**config.mk**
```make
export PLATFORM = sky130hd
export DESIGN_NAME = relative_strength_index
export DESIGN_NICKNAME = d
export VERILOG_FILES = /design/src/design/rsi_pkg.sv /design/src/design/rsi_div.sv /design/src/design/rsi_seq.sv /design/src/design/relative_strength_index.sv
export SDC_FILE = /design/constraint.sdc
export NUM_CORES = 2
export LEC_CHECK = 0
export ABC_AREA = 0
export BUFFER_PORTS_ARGS = -buffer_cell sky130_fd_sc_hd__buf_2
export CORE_ASPECT_RATIO = 0.5
export CORE_MARGIN = 3
export CORE_UTILIZATION = 60
export DETAILED_ROUTE_END_ITERATION = 7
export GPL_TIMING_DRIVEN = 0
export PLACE_DENSITY = 0.76
export SYNTH_ARGS = -nofsm -noshare
export SYNTH_HDL_FRONTEND = slang
export SYNTH_HIERARCHICAL = 1
export SYNTH_SLANG_ARGS = --single-unit
```
**constraint.sdc**
```tcl
create_clock -name clk -period 14.93 [get_ports clk]
set_input_delay 2.2395 -clock clk [delete_from_list [all_inputs] [get_ports clk]]
set_output_delay 2.2395 -clock clk [all_outputs]
set_load 0.05 [all_outputs]
```
**src/design/rsi_pkg.sv**
```systemverilog
// rsi_pkg: shared types and constants of the relative strength index block
// holds the sequencer state type, the sequencer control and status structs
// no dependencies
package rsi_pkg;

	localparam int PRICE_W        = 32;
	localparam int PERIOD_W       = 9;
	localparam int RSI_W          = 23;
	localparam int RSI_FRAC       = 16;
	localparam int SPAN_BITS      = 40;
	localparam int PCT_W          = 7;
	localparam int MAX_PERIOD_DEF = 256;
	localparam int AVG_FRAC_DEF   = 16;
	localparam int QUOT_W_DEF     = 64;

	localparam logic [PERIOD_W-1:0] PERIOD_RESET = 9'd14;
	localparam logic [PCT_W-1:0]    RSI_PCT      = 7'd100;
	localparam logic [RSI_W-1:0]    RSI_HUNDRED  = 23'd6553600;

	typedef enum logic [3:0] {
		ST_IDLE,
		ST_DELTA,
		ST_LD_GAIN,
		ST_WT_GAIN,
		ST_LD_LOSS,
		ST_WT_LOSS,
		ST_NORM,
		ST_LD_RATIO,
		ST_WT_RATIO,
		ST_DONE
	} rsi_state_t;

	typedef struct packed {
		logic item_in;
		logic restart;
		logic warm_more;
		logic div_done;
		logic norm_stop;
		logic short_cut;
		logic out_free;
	} seq_status_t;

	typedef struct packed {
		logic accept;
		logic delta;
		logic launch_g;
		logic wait_g;
		logic launch_l;
		logic wait_l;
		logic norm;
		logic launch_r;
		logic wait_r;
		logic finish;
	} seq_ctrl_t;

endpackage

```
**src/design/rsi_div.sv**
```systemverilog
// rsi_div: shared restoring divider, one quotient bit per cycle
// dividend arrives left-justified with its bit count; quotient lands in the low bits
// depends on rsi_pkg
module rsi_div #(
	parameter int QUOT_W = rsi_pkg::QUOT_W_DEF,
	parameter int DIV_W  = rsi_pkg::SPAN_BITS
) (
	input  logic                        clk,
	input  logic                        arst_n,
	input  logic                        start,
	input  logic [$clog2(QUOT_W+1)-1:0] bits,
	input  logic [QUOT_W-1:0]           dividend,
	input  logic [DIV_W-1:0]            divisor,
	output logic                        done,
	output logic [QUOT_W-1:0]           quotient,
	output logic                        rem_nz
);
	import rsi_pkg::*;

	localparam int CNT_W = $clog2(QUOT_W + 1);

	logic             busy_q;
	logic             done_q;
	logic [CNT_W-1:0] cnt_q;
	logic [QUOT_W-1:0] acc_q;
	logic [DIV_W-1:0] rem_q;
	logic [DIV_W-1:0] dsr_q;
	logic [DIV_W:0]   trial;
	logic [DIV_W:0]   trial_diff;
	logic             take;

	assign trial      = {rem_q, acc_q[QUOT_W-1]};
	assign take       = trial >= {1'b0, dsr_q};
	assign trial_diff = trial - {1'b0, dsr_q};

	always_ff @(posedge clk or negedge arst_n) begin
		if (!arst_n) begin
			busy_q <= 1'b0;
			done_q <= 1'b0;
			cnt_q  <= '0;
		end else begin
			done_q <= busy_q && (cnt_q == CNT_W'(1));
			if (start) begin
				busy_q <= 1'b1;
				cnt_q  <= bits;
			end else if (busy_q) begin
				cnt_q <= cnt_q - CNT_W'(1);
				if (cnt_q == CNT_W'(1)) begin
					busy_q <= 1'b0;
				end
			end
		end
	end

	always_ff @(posedge clk) begin
		if (start) begin
			acc_q <= dividend;
			rem_q <= '0;
			dsr_q <= divisor;
		end else if (busy_q) begin
			acc_q <= {acc_q[QUOT_W-2:0], take};
			rem_q <= take ? trial_diff[DIV_W-1:0] : trial[DIV_W-1:0];
		end
	end

	assign done     = done_q;
	assign quotient = acc_q;
	assign rem_nz   = rem_q != '0;

`ifndef SYNTHESIS
	a_no_restart: assert property (@(posedge clk) disable iff (!arst_n)
		start |-> !busy_q)
		else $error("divider started while busy");
	a_done_idle: assert property (@(posedge clk) disable iff (!arst_n)
		done_q |-> !busy_q)
		else $error("divider done while still busy");
	a_last_step: assert property (@(posedge clk) disable iff (!arst_n)
		busy_q && !start && (cnt_q == CNT_W'(1)) |=> done_q && !busy_q)
		else $error("divider missed its last step");
	a_busy_cause: assert property (@(posedge clk) disable iff (!arst_n)
		$rose(busy_q) |-> $past(start))
		else $error("divider busy without a start");
`endif

endmodule

```
**src/design/rsi_seq.sv**
```systemverilog
// rsi_seq: sequencer that steps one price item through the shared divider
// consumes status from the datapath and issues one-hot step controls
// depends on rsi_pkg
module rsi_seq (
	input  logic                 clk,
	input  logic                 arst_n,
	input  rsi_pkg::seq_status_t status,
	output rsi_pkg::seq_ctrl_t   ctrl
);
	import rsi_pkg::*;

	rsi_state_t state_q;
	rsi_state_t state_d;

	always_ff @(posedge clk or negedge arst_n) begin
		if (!arst_n) begin
			state_q <= ST_IDLE;
		end else begin
			state_q <= state_d;
		end
	end

	always_comb begin
		state_d = state_q;
		unique case (state_q)
			ST_IDLE: begin
				if (status.item_in) state_d = ST_DELTA;
			end
			ST_DELTA: begin
				if (status.restart || status.warm_more) state_d = ST_DONE;
				else state_d = ST_LD_GAIN;
			end
			ST_LD_GAIN: state_d = ST_WT_GAIN;
			ST_WT_GAIN: begin
				if (status.div_done) state_d = ST_LD_LOSS;
			end
			ST_LD_LOSS: state_d = ST_WT_LOSS;
			ST_WT_LOSS: begin
				if (status.div_done) state_d = ST_NORM;
			end
			ST_NORM: begin
				if (status.norm_stop) begin
					state_d = status.short_cut ? ST_DONE : ST_LD_RATIO;
				end
			end
			ST_LD_RATIO: state_d = ST_WT_RATIO;
			ST_WT_RATIO: begin
				if (status.div_done) state_d = ST_DONE;
			end
			ST_DONE: begin
				if (status.out_free) state_d = ST_IDLE;
			end
			default: state_d = ST_IDLE;
		endcase
	end

	always_comb begin
		ctrl = '0;
		unique case (state_q)
			ST_IDLE:     ctrl.accept   = 1'b1;
			ST_DELTA:    ctrl.delta    = 1'b1;
			ST_LD_GAIN:  ctrl.launch_g = 1'b1;
			ST_WT_GAIN:  ctrl.wait_g   = 1'b1;
			ST_LD_LOSS:  ctrl.launch_l = 1'b1;
			ST_WT_LOSS:  ctrl.wait_l   = 1'b1;
			ST_NORM:     ctrl.norm     = 1'b1;
			ST_LD_RATIO: ctrl.launch_r = 1'b1;
			ST_WT_RATIO: ctrl.wait_r   = 1'b1;
			ST_DONE:     ctrl.finish   = 1'b1;
			default:     ctrl          = '0;
		endcase
	end

endmodule

```
**src/design/relative_strength_index.sv**
```systemverilog
// relative_strength_index: wilder rsi over a stream of q16.16 closing prices
// top level with the datapath; uses rsi_seq for sequencing and rsi_div for division
// depends on rsi_pkg, rsi_div, rsi_seq
//
//   channel | signals                                 | handshake
//   --------+-----------------------------------------+---------------------------
//   price   | close_price, series_start               | price_valid / price_stall
//   result  | rsi_value, rsi_valid                    | result_valid / result_stall
//   config  | cfg_wdata (rsi_period)                  | cfg_we, no wait
//
// a series start or warm-up item steps through accept, update and hand-off only
// an item that closes warm-up divides both sums by the period, then runs the shift
// search and the ratio division; a smoothing item runs the two smoothing divisions,
// the shift search and the ratio division; the serial divider, one quotient bit per
// cycle, does each division, and the shift search narrows the sum of the averages
// to the divisor width first; a zero average loss skips the ratio division
// reset sets the period to 14 and clears the price history; no clearing pass
// result_stall holds the output register; the next price is taken while a result
// waits, and that item then parks in its final step until the output frees up
module relative_strength_index #(
	parameter int MAX_PERIOD    = rsi_pkg::MAX_PERIOD_DEF,
	parameter int AVG_FRAC_BITS = rsi_pkg::AVG_FRAC_DEF
) (
	input  logic                          clk,
	input  logic                          arst_n,
	input  logic                          cfg_we,
	input  logic [rsi_pkg::PERIOD_W-1:0]  cfg_wdata,
	input  logic                          price_valid,
	output logic                          price_stall,
	input  logic [rsi_pkg::PRICE_W-1:0]   close_price,
	input  logic                          series_start,
	output logic                          result_valid,
	input  logic                          result_stall,
	output logic [rsi_pkg::RSI_W-1:0]     rsi_value,
	output logic                          rsi_valid
);
	import rsi_pkg::*;

	// average width: q16.(16+frac) after warm-up, raw q16.16 sums during it
	localparam int AVG_W      = PRICE_W + AVG_FRAC_BITS;
	localparam int N_W        = $clog2(MAX_PERIOD + 1);
	localparam int FIRST_BITS = AVG_W + AVG_FRAC_BITS;
	localparam int PROD_W     = SPAN_BITS + PCT_W;
	localparam int RATIO_BITS = PROD_W + RSI_FRAC;
	localparam int QUOT_W     = (FIRST_BITS > RATIO_BITS) ? FIRST_BITS : RATIO_BITS;
	localparam int CNT_W      = $clog2(QUOT_W + 1);

	seq_status_t status;
	seq_ctrl_t   ctrl;

	// configuration and series history
	logic [PERIOD_W-1:0] period_q;
	logic [PRICE_W-1:0]  prev_q;
	logic                have_q;
	logic [N_W-1:0]      cnt_q;
	logic [AVG_W-1:0]    avg_g_q;
	logic [AVG_W-1:0]    avg_l_q;

	// per-item working registers
	logic [PRICE_W-1:0]  price_q;
	logic                start_q;
	logic [PRICE_W-1:0]  gain_q;
	logic [PRICE_W-1:0]  loss_q;
	logic                smooth_q;
	logic                neg_q;
	logic [AVG_W-1:0]    gs_q;
	logic [AVG_W-1:0]    ls_q;
	logic                lz_q;
	logic [RSI_W-1:0]    res_value_q;
	logic                res_valid_q;

	// output register
	logic                out_valid_q;
	logic [RSI_W-1:0]    rsi_value_q;
	logic                rsi_valid_q;

	logic [N_W-1:0]      n;
	logic                restart;
	logic                up;
	logic [PRICE_W-1:0]  gain;
	logic [PRICE_W-1:0]  loss;
	logic                warm;
	logic [N_W-1:0]      cnt_inc;

	logic [AVG_W-1:0]    cur_avg;
	logic [PRICE_W-1:0]  cur_chg;
	logic [AVG_W-1:0]    x_val;
	logic                x_neg;
	logic [AVG_W-1:0]    mag;
	logic [AVG_W-1:0]    avg_op;
	logic [AVG_W-1:0]    q_avg;
	logic [AVG_W-1:0]    fixed_avg;
	logic [AVG_W:0]      t_sum;
	logic [PROD_W-1:0]   prod;

	logic                div_start;
	logic [CNT_W-1:0]    div_bits;
	logic [QUOT_W-1:0]   div_dividend;
	logic [SPAN_BITS-1:0] div_divisor;
	logic                div_done;
	logic [QUOT_W-1:0]   div_quot;
	logic                div_rem_nz;

	// period clamped to 1..MAX_PERIOD; zero acts as one
	always_comb begin
		if (period_q == '0) begin
			n = N_W'(1);
		end else if (int'(period_q) > MAX_PERIOD) begin
			n = N_W'(MAX_PERIOD);
		end else begin
			n = N_W'(period_q);
		end
	end

	// price change split into gain and loss; no change counts as a zero loss
	assign restart = start_q || !have_q;
	assign up      = price_q > prev_q;
	assign gain    = up ? (price_q - prev_q) : '0;
	assign loss    = up ? '0 : (prev_q - price_q);
	assign warm    = cnt_q < n;
	assign cnt_inc = cnt_q + N_W'(1);

	// divider operand: raw sum for the first average, |x - avg| for smoothing
	assign cur_avg = (ctrl.launch_l || ctrl.wait_l) ? avg_l_q : avg_g_q;
	assign cur_chg = ctrl.launch_l ? loss_q : gain_q;
	assign x_val   = {cur_chg, {AVG_FRAC_BITS{1'b0}}};
	assign x_neg   = x_val < cur_avg;
	assign mag     = x_neg ? (cur_avg - x_val) : (x_val - cur_avg);
	assign avg_op  = smooth_q ? mag : cur_avg;

	// a step below the average rounds toward minus infinity: subtract the ceiling
	assign q_avg = div_quot[AVG_W-1:0];
	always_comb begin
		if (!smooth_q) begin
			fixed_avg = q_avg;
		end else if (neg_q) begin
			fixed_avg = cur_avg - q_avg - AVG_W'(div_rem_nz);
		end else begin
			fixed_avg = cur_avg + q_avg;
		end
	end

	// shift search and ratio operands
	assign t_sum = {1'b0, gs_q} + {1'b0, ls_q};
	assign prod  = {{PCT_W{1'b0}}, gs_q[SPAN_BITS-1:0]} * PROD_W'(RSI_PCT);

	assign div_start = ctrl.launch_g || ctrl.launch_l || ctrl.launch_r;
	always_comb begin
		if (ctrl.launch_r) begin
			div_bits     = CNT_W'(RATIO_BITS);
			div_dividend = {prod, {(QUOT_W-PROD_W){1'b0}}};
			div_divisor  = t_sum[SPAN_BITS-1:0];
		end else begin
			div_bits     = smooth_q ? CNT_W'(AVG_W) : CNT_W'(FIRST_BITS);
			div_dividend = {avg_op, {(QUOT_W-AVG_W){1'b0}}};
			div_divisor  = {{(SPAN_BITS-N_W){1'b0}}, n};
		end
	end

	rsi_div #(
		.QUOT_W (QUOT_W),
		.DIV_W  (SPAN_BITS)
	) u_div (
		.clk      (clk),
		.arst_n   (arst_n),
		.start    (div_start),
		.bits     (div_bits),
		.dividend (div_dividend),
		.divisor  (div_divisor),
		.done     (div_done),
		.quotient (div_quot),
		.rem_nz   (div_rem_nz)
	);

	// sequencer status
	assign status.item_in   = price_valid && !price_stall;
	assign status.restart   = restart;
	assign status.warm_more = warm && (cnt_inc < n);
	assign status.div_done  = div_done;
	assign status.norm_stop = lz_q || (t_sum[AVG_W:SPAN_BITS] == '0);
	assign status.short_cut = lz_q || (t_sum == '0);
	assign status.out_free  = !out_valid_q || !result_stall;

	rsi_seq u_seq (
		.clk    (clk),
		.arst_n (arst_n),
		.status (status),
		.ctrl   (ctrl)
	);

	// configuration and series history
	always_ff @(posedge clk or negedge arst_n) begin
		if (!arst_n) begin
			period_q <= PERIOD_RESET;
			prev_q   <= '0;
			have_q   <= 1'b0;
			cnt_q    <= '0;
			avg_g_q  <= '0;
			avg_l_q  <= '0;
		end else begin
			if (cfg_we) begin
				period_q <= cfg_wdata;
			end
			if (ctrl.delta) begin
				prev_q <= price_q;
				have_q <= 1'b1;
				if (restart) begin
					cnt_q   <= '0;
					avg_g_q <= '0;
					avg_l_q <= '0;
				end else if (warm) begin
					// warm-up: plain sums, wrapping at the average width
					cnt_q   <= cnt_inc;
					avg_g_q <= avg_g_q + {{AVG_FRAC_BITS{1'b0}}, gain};
					avg_l_q <= avg_l_q + {{AVG_FRAC_BITS{1'b0}}, loss};
				end
			end
			if (ctrl.wait_g && div_done) begin
				avg_g_q <= fixed_avg;
			end
			if (ctrl.wait_l && div_done) begin
				avg_l_q <= fixed_avg;
			end
		end
	end

	// per-item working registers
	always_ff @(posedge clk) begin
		if (status.item_in) begin
			price_q <= close_price;
			start_q <= series_start;
		end
		if (ctrl.delta) begin
			gain_q      <= gain;
			loss_q      <= loss;
			smooth_q    <= !warm;
			res_value_q <= '0;
			res_valid_q <= 1'b0;
		end
		if (ctrl.launch_g || ctrl.launch_l) begin
			neg_q <= x_neg;
		end
		// the shift search starts from the fresh averages
		if (ctrl.wait_l && div_done) begin
			gs_q <= avg_g_q;
			ls_q <= fixed_avg;
			lz_q <= fixed_avg == '0;
		end
		if (ctrl.norm) begin
			if (!status.norm_stop) begin
				gs_q <= gs_q >> 1;
				ls_q <= ls_q >> 1;
			end else if (status.short_cut) begin
				// zero average loss reads as a full hundred
				res_value_q <= RSI_HUNDRED;
				res_valid_q <= 1'b1;
			end
		end
		if (ctrl.wait_r && div_done) begin
			res_value_q <= div_quot[RSI_W-1:0];
			res_valid_q <= 1'b1;
		end
	end

	// output register
	always_ff @(posedge clk or negedge arst_n) begin
		if (!arst_n) begin
			out_valid_q <= 1'b0;
		end else if (ctrl.finish && status.out_free) begin
			out_valid_q <= 1'b1;
		end else if (!result_stall) begin
			out_valid_q <= 1'b0;
		end
	end

	always_ff @(posedge clk) begin
		if (ctrl.finish && status.out_free) begin
			rsi_value_q <= res_value_q;
			rsi_valid_q <= res_valid_q;
		end
	end

	assign price_stall  = !ctrl.accept;
	assign result_valid = out_valid_q;
	assign rsi_value    = rsi_value_q;
	assign rsi_valid    = rsi_valid_q;

`ifndef SYNTHESIS
	a_nan_zero: assert property (@(posedge clk) disable iff (!arst_n)
		result_valid && !rsi_valid |-> rsi_value == '0)
		else $error("warm-up item carries a nonzero value");
	a_range: assert property (@(posedge clk) disable iff (!arst_n)
		result_valid && rsi_valid |-> rsi_value <= RSI_HUNDRED)
		else $error("rsi above one hundred");
	a_busy_after_take: assert property (@(posedge clk) disable iff (!arst_n)
		price_valid && !price_stall |=> price_stall)
		else $error("price taken twice in a row");
	a_count_bound: assert property (@(posedge clk) disable iff (!arst_n)
		cnt_q <= N_W'(MAX_PERIOD))
		else $error("change count past the longest period");
`endif

endmodule
```
==> results.yml <==
power_and_ir_drop:
  irDropWorstVdd_v: 0.000101
  power.density_nw_per_um2: 110
  leak_nw: 25.7
detailed_routing:
  drt-pass1-iter-count: 8
  drt_first_iter_violations: 8334
  ant_nets: 0
  drt-wirelength-per-cell_um: 28.9
  remaining_drc_errors: 6
  dr_total_vias: 53692
  wirelength_mm: 224
  vias_per_cell: 6.94
outcome:
  violations_in_the_final_reports: "DRC, capacitance limit, slew limit"
  status: "finished, violations left"
final_layout:
  final_core_util_pct: 65.9
  syn_to_final_growth_pct: 7.37
  finish.net_count: 7175
  fillerInstances: 6969
  area_occupied_by_registers_um2: 14100
  finalInstanceArea_um2: 56000
  multiInputGateArea_um2: 34700
  drive_above_1_share_pct: 6.56
clock_tree:
  cts_tree: "yes"
  clkSlewWorstSetupHoldPaths_ps: 70
  postCtsHoldBufs: 0
  htree_levels: 2
  cts_setup_buffers: 0
  ctsRootBufferMaster: "sky130_fd_sc_hd__clkbuf_16"
  insertion_delay_ps: 690
  postCtsResizedCells: 0
  clk_path_buf_depth: 3
  cts_sinks: 549
  cts_buffers: 51
logic_synthesis:
  synth.yosys.seq_area_share_pct: 27.0
  yosysWarningCount: 6
  yosys-top-cells-area: "sky130_fd_sc_hd__ha_1, sky130_fd_sc_hd__edfxtp_1, sky130_fd_sc_hd__dfrtp_1, sky130_fd_sc_hd__dfxtp_1, sky130_fd_sc_hd__a21oi_1"
  synthArstFlopShare_pct: 29.3
  syn-mean-instance-area_um2: 8.18
  yosys_most_used_dff: "sky130_fd_sc_hd__edfxtp_1"
  yosys.area.top_type: "sky130_fd_sc_hd__ha_1"
  ys_seq_elements: 549
  synth_enable_flop_cells: 228
  post_synth_inst_count: 6374
  synth_top_cell_area_share_pct: 13.4
  synth_area_um2: 52100
  synth_cell_type_count: 125
placed_design:
  io_buffers: 71
  detailed_place.area_um2: 54200
  gp_congestion: 1.16
  hpwlAfterDp_mm: 180
  preCtsSetupSlack_ps: 5400
worst_hold_path:
  hold_start: "res_value_q[6]"
  worst_min_delay_path_category: "reg -> reg"
sta:
  setup_viol: 0
  slew-limit-headroom_pct: -10.2
  grt_setup_unrepaired: "false"
  final_max_slew_viol_count: 66
  finalHoldWorstSlack_ps: 472
  setup-tns-final_ps: 0
  max_freq_mhz: 94.9
  final_min_period_over_clock_period_pct: 70.6
  worst_slew_pin_slew_ps: 1640
  final.setup.worst_slack_ps: 4390
  timing.final.crit_period_ps: 10540
  final_hold_viol_count: 0
  clock_skew_ps: 47.2
floorplan:
  floorplan.core_area_um2: 84900
  floorplan.die_area_um2: 90700
  chipWidth_um: 423
  overall_die_height_um: 214
  rows: 75
  num_io_pins: 73
  floorplan.initialDensity_pct: 61.4
grt:
  grt_first_pass_wirelength_mm: 322
  grt_remaining_overflow: 0
  grt_util_all_layers_pct: 47.5
  grt_max_degree: 91
  number_of_antenna_violations_at_the_first_check_in_global_routing: 29
  grt_pass1_vias: 49737
flow_run:
  cap_violations: 10
worst_setup_path:
  critPathArrivalTime_ps: 11080
  timing.critical_path.fanout_max: 10
  timing.rr.start: "u_seq/state_q[3]"
  critical_path.endpoint_type: "register"
  worstPathRequired_ps: 15480
  setup.worst_path.start_class: "register"
  critical_path_class: "reg -> reg"
  beginning_of_the_critical_path: "u_seq/state_q[3]"
-- synth_stat cells (18+ instances only) --
library cell,n
sky130_fd_sc_hd__and2_1,61
sky130_fd_sc_hd__o211ai_1,41
sky130_fd_sc_hd__a221oi_1,29
sky130_fd_sc_hd__nand3_1,128
sky130_fd_sc_hd__or3_1,41
sky130_fd_sc_hd__nor4_1,51
sky130_fd_sc_hd__nor2b_1,56
sky130_fd_sc_hd__nand4_1,91
sky130_fd_sc_hd__o21ai_1,41
sky130_fd_sc_hd__o21ai_0,352
sky130_fd_sc_hd__mux2_2,91
sky130_fd_sc_hd__a21o_1,211
sky130_fd_sc_hd__a31oi_1,125
sky130_fd_sc_hd__xor2_1,139
sky130_fd_sc_hd__inv_1,543
sky130_fd_sc_hd__a22oi_1,30
sky130_fd_sc_hd__o31ai_1,43
sky130_fd_sc_hd__and3_1,64
sky130_fd_sc_hd__nand2b_1,40
sky130_fd_sc_hd__and4_1,18
sky130_fd_sc_hd__o22ai_1,29
sky130_fd_sc_hd__o21a_1,59
sky130_fd_sc_hd__nor3_1,130
sky130_fd_sc_hd__a21oi_1,525
sky130_fd_sc_hd__a311oi_1,19
sky130_fd_sc_hd__nand2_1,571
sky130_fd_sc_hd__a211o_1,18
sky130_fd_sc_hd__dfxtp_1,160
sky130_fd_sc_hd__o21bai_1,68
sky130_fd_sc_hd__nor2_1,531
sky130_fd_sc_hd__or2_2,18
sky130_fd_sc_hd__mux2i_1,121
sky130_fd_sc_hd__buf_2,39
sky130_fd_sc_hd__a21boi_0,21
sky130_fd_sc_hd__o31a_1,18
sky130_fd_sc_hd__edfxtp_1,228
sky130_fd_sc_hd__clkbuf_1,245
sky130_fd_sc_hd__a211oi_1,107
sky130_fd_sc_hd__xnor2_1,196
sky130_fd_sc_hd__ha_1,559
sky130_fd_sc_hd__dfrtp_1,158
sky130_fd_sc_hd__fa_1,45
-- routing by layer --
| metal | wire, um | global-route usage, % | vias up | share of wire [%] |
|---|---|---|---|---|
| li1 | - | - | 23299 | - |
| met3 | 39200 | 24.3 | 852 | 18 |
| met2 | 85900 | 65.1 | 3994 | 38 |
| met5 | 308 | 0 | - | 0.14 |
| met4 | 12300 | 21.3 | 32 | 5.5 |
| met1 | 86300 | 61.8 | 25515 | 39 |
-- placed cells by master, fill, tap and decap left out, types with 21 or more instances in the layout --
| cell type | Yosys | final |
|---|---|---|
| sky130_fd_sc_hd__a31oi_1 | 125 | 124 |
| sky130_fd_sc_hd__o21ai_1 | 41 | 42 |
| sky130_fd_sc_hd__a21oi_1 | 525 | 525 |
| sky130_fd_sc_hd__mux2i_1 | 121 | 121 |
| sky130_fd_sc_hd__dfrtp_1 | 158 | 158 |
| sky130_fd_sc_hd__clkbuf_1 | 245 | 251 |
| sky130_fd_sc_hd__a221oi_1 | 29 | 27 |
| sky130_fd_sc_hd__nand2b_1 | 40 | 40 |
| sky130_fd_sc_hd__xor2_1 | 139 | 139 |
| sky130_fd_sc_hd__dfxtp_1 | 160 | 160 |
| sky130_fd_sc_hd__a22oi_1 | 30 | 30 |
| sky130_fd_sc_hd__buf_2 | 39 | 111 |
| sky130_fd_sc_hd__o21ai_0 | 352 | 351 |
| sky130_fd_sc_hd__o21bai_1 | 68 | 68 |
| sky130_fd_sc_hd__a21o_1 | 211 | 211 |
| sky130_fd_sc_hd__o22ai_1 | 29 | 29 |
| sky130_fd_sc_hd__inv_1 | 543 | 543 |
| sky130_fd_sc_hd__clkbuf_16 | 0 | 51 |
| sky130_fd_sc_hd__o31ai_1 | 43 | 43 |
| sky130_fd_sc_hd__nor3_1 | 130 | 130 |
| sky130_fd_sc_hd__o211ai_1 | 41 | 41 |
| sky130_fd_sc_hd__or3_1 | 41 | 40 |
| sky130_fd_sc_hd__nand3_1 | 128 | 128 |
| sky130_fd_sc_hd__nor4_1 | 51 | 51 |
| sky130_fd_sc_hd__xnor2_1 | 196 | 196 |
| sky130_fd_sc_hd__nor2b_1 | 56 | 56 |
| sky130_fd_sc_hd__nand2_1 | 571 | 570 |
| sky130_fd_sc_hd__nand4_1 | 91 | 91 |
| sky130_fd_sc_hd__and2_1 | 61 | 60 |
| sky130_fd_sc_hd__a211oi_1 | 107 | 106 |
| sky130_fd_sc_hd__and3_1 | 64 | 64 |
| sky130_fd_sc_hd__edfxtp_1 | 228 | 228 |
| sky130_fd_sc_hd__mux2_2 | 91 | 91 |
| sky130_fd_sc_hd__nor2_1 | 531 | 530 |
| sky130_fd_sc_hd__a21boi_0 | 21 | 21 |
| sky130_fd_sc_hd__o21a_1 | 59 | 59 |
| sky130_fd_sc_hd__ha_1 | 559 | 559 |
| sky130_fd_sc_hd__fa_1 | 45 | 45 |
-- kinds of logic (layout without fill, tap and decap cells) --
logic type      after synthesis  count (layout)  synth area share, %
fa+ha+maj                   604             604                 15.1
xor+xnor                    335             335                 5.63
buf+inv                     869            1047                 6.59
mux                         215             215                 4.37
flops                       549             549                 27.0
compound gates             1929            1929                 24.3
other cells                   1              33              0.00719
simple gates               1872            1872                 17.0
-- flip-flops by register name (all words and copies together), names as in the netlist, 7 cells and up --
signal,cells
loss_q,32
gain_q,32
rsi_value,23
avg_g_q,48
period_q,9
price_q,32
cnt_q,9
u_div/dsr_q,40
avg_l_q,48
prev_q,32
u_div/quotient,64
u_div/cnt_q,7
gs_q,48
u_div/rem_q,40
res_value_q,23
ls_q,48
-- metrics by stage --
step	power (mW)	instances
CTS	5.94	7722
global placement	4.49	7615
finish	6.14	7739
floorplan	3.59	6389
global route	6.30	7725
detailed placement	4.54	7626
-- power breakdown --
part | switching, mW | leakage, nW | internal, mW
Combinational | 1.78 | 19.3 | 0.952
Clock | 0.670 | 0.836 | 0.749
Sequential | 0.277 | 5.50 | 1.71
-- critical path, stage by stage, from the launching register on --
cell and delay (ps):
sky130_fd_sc_hd__dfrtp_1 390, sky130_fd_sc_hd__buf_4 180, sky130_fd_sc_hd__or2b_4 290, sky130_fd_sc_hd__nor3_1 200, sky130_fd_sc_hd__buf_6 230, sky130_fd_sc_hd__clkbuf_1 1150
sky130_fd_sc_hd__nor2_1 650, sky130_fd_sc_hd__clkbuf_1 500, sky130_fd_sc_hd__mux2i_1 680, sky130_fd_sc_hd__inv_1 430, sky130_fd_sc_hd__ha_1 480, sky130_fd_sc_hd__ha_1 310
sky130_fd_sc_hd__clkbuf_1 410, sky130_fd_sc_hd__nand4_1 220, sky130_fd_sc_hd__nor2_1 960, sky130_fd_sc_hd__nand3_1 270, sky130_fd_sc_hd__a31oi_1 520, sky130_fd_sc_hd__o21a_1 260
sky130_fd_sc_hd__o21bai_1 180, sky130_fd_sc_hd__a211oi_1 320, sky130_fd_sc_hd__nor2_1 90, sky130_fd_sc_hd__a221oi_1 1160, sky130_fd_sc_hd__a21oi_1 190, sky130_fd_sc_hd__mux2_2 320
-- cell type report --
cell class | count | area share [%]
sequential | 549 | 25.2
inverter | 550 | 3.69
multi-input combinational | 4971 | 62.0
buffer | 319 | 2.45
timing repair buffer | 82 | 0.894
tap | 1155 | 2.58
clock buffer | 59 | 2.35
antenna | 17 | 0.0760
clock inverter | 37 | 0.764
-- final timing paths --
path | depth (start not counted) | slack [ps] | end
min in group asynchronous | 1 | 1600 | prev_q[5]
max | 23 | 4390 | ls_q[39]
max in group asynchronous | 2 | 12340 | u_div/busy_q
max reg2reg | 23 | 4390 | ls_q[39]
min | 0 | 470 | rsi_value[6]
min reg2reg | 0 | 470 | rsi_value[6]
(Power assumes the default switching activity.)
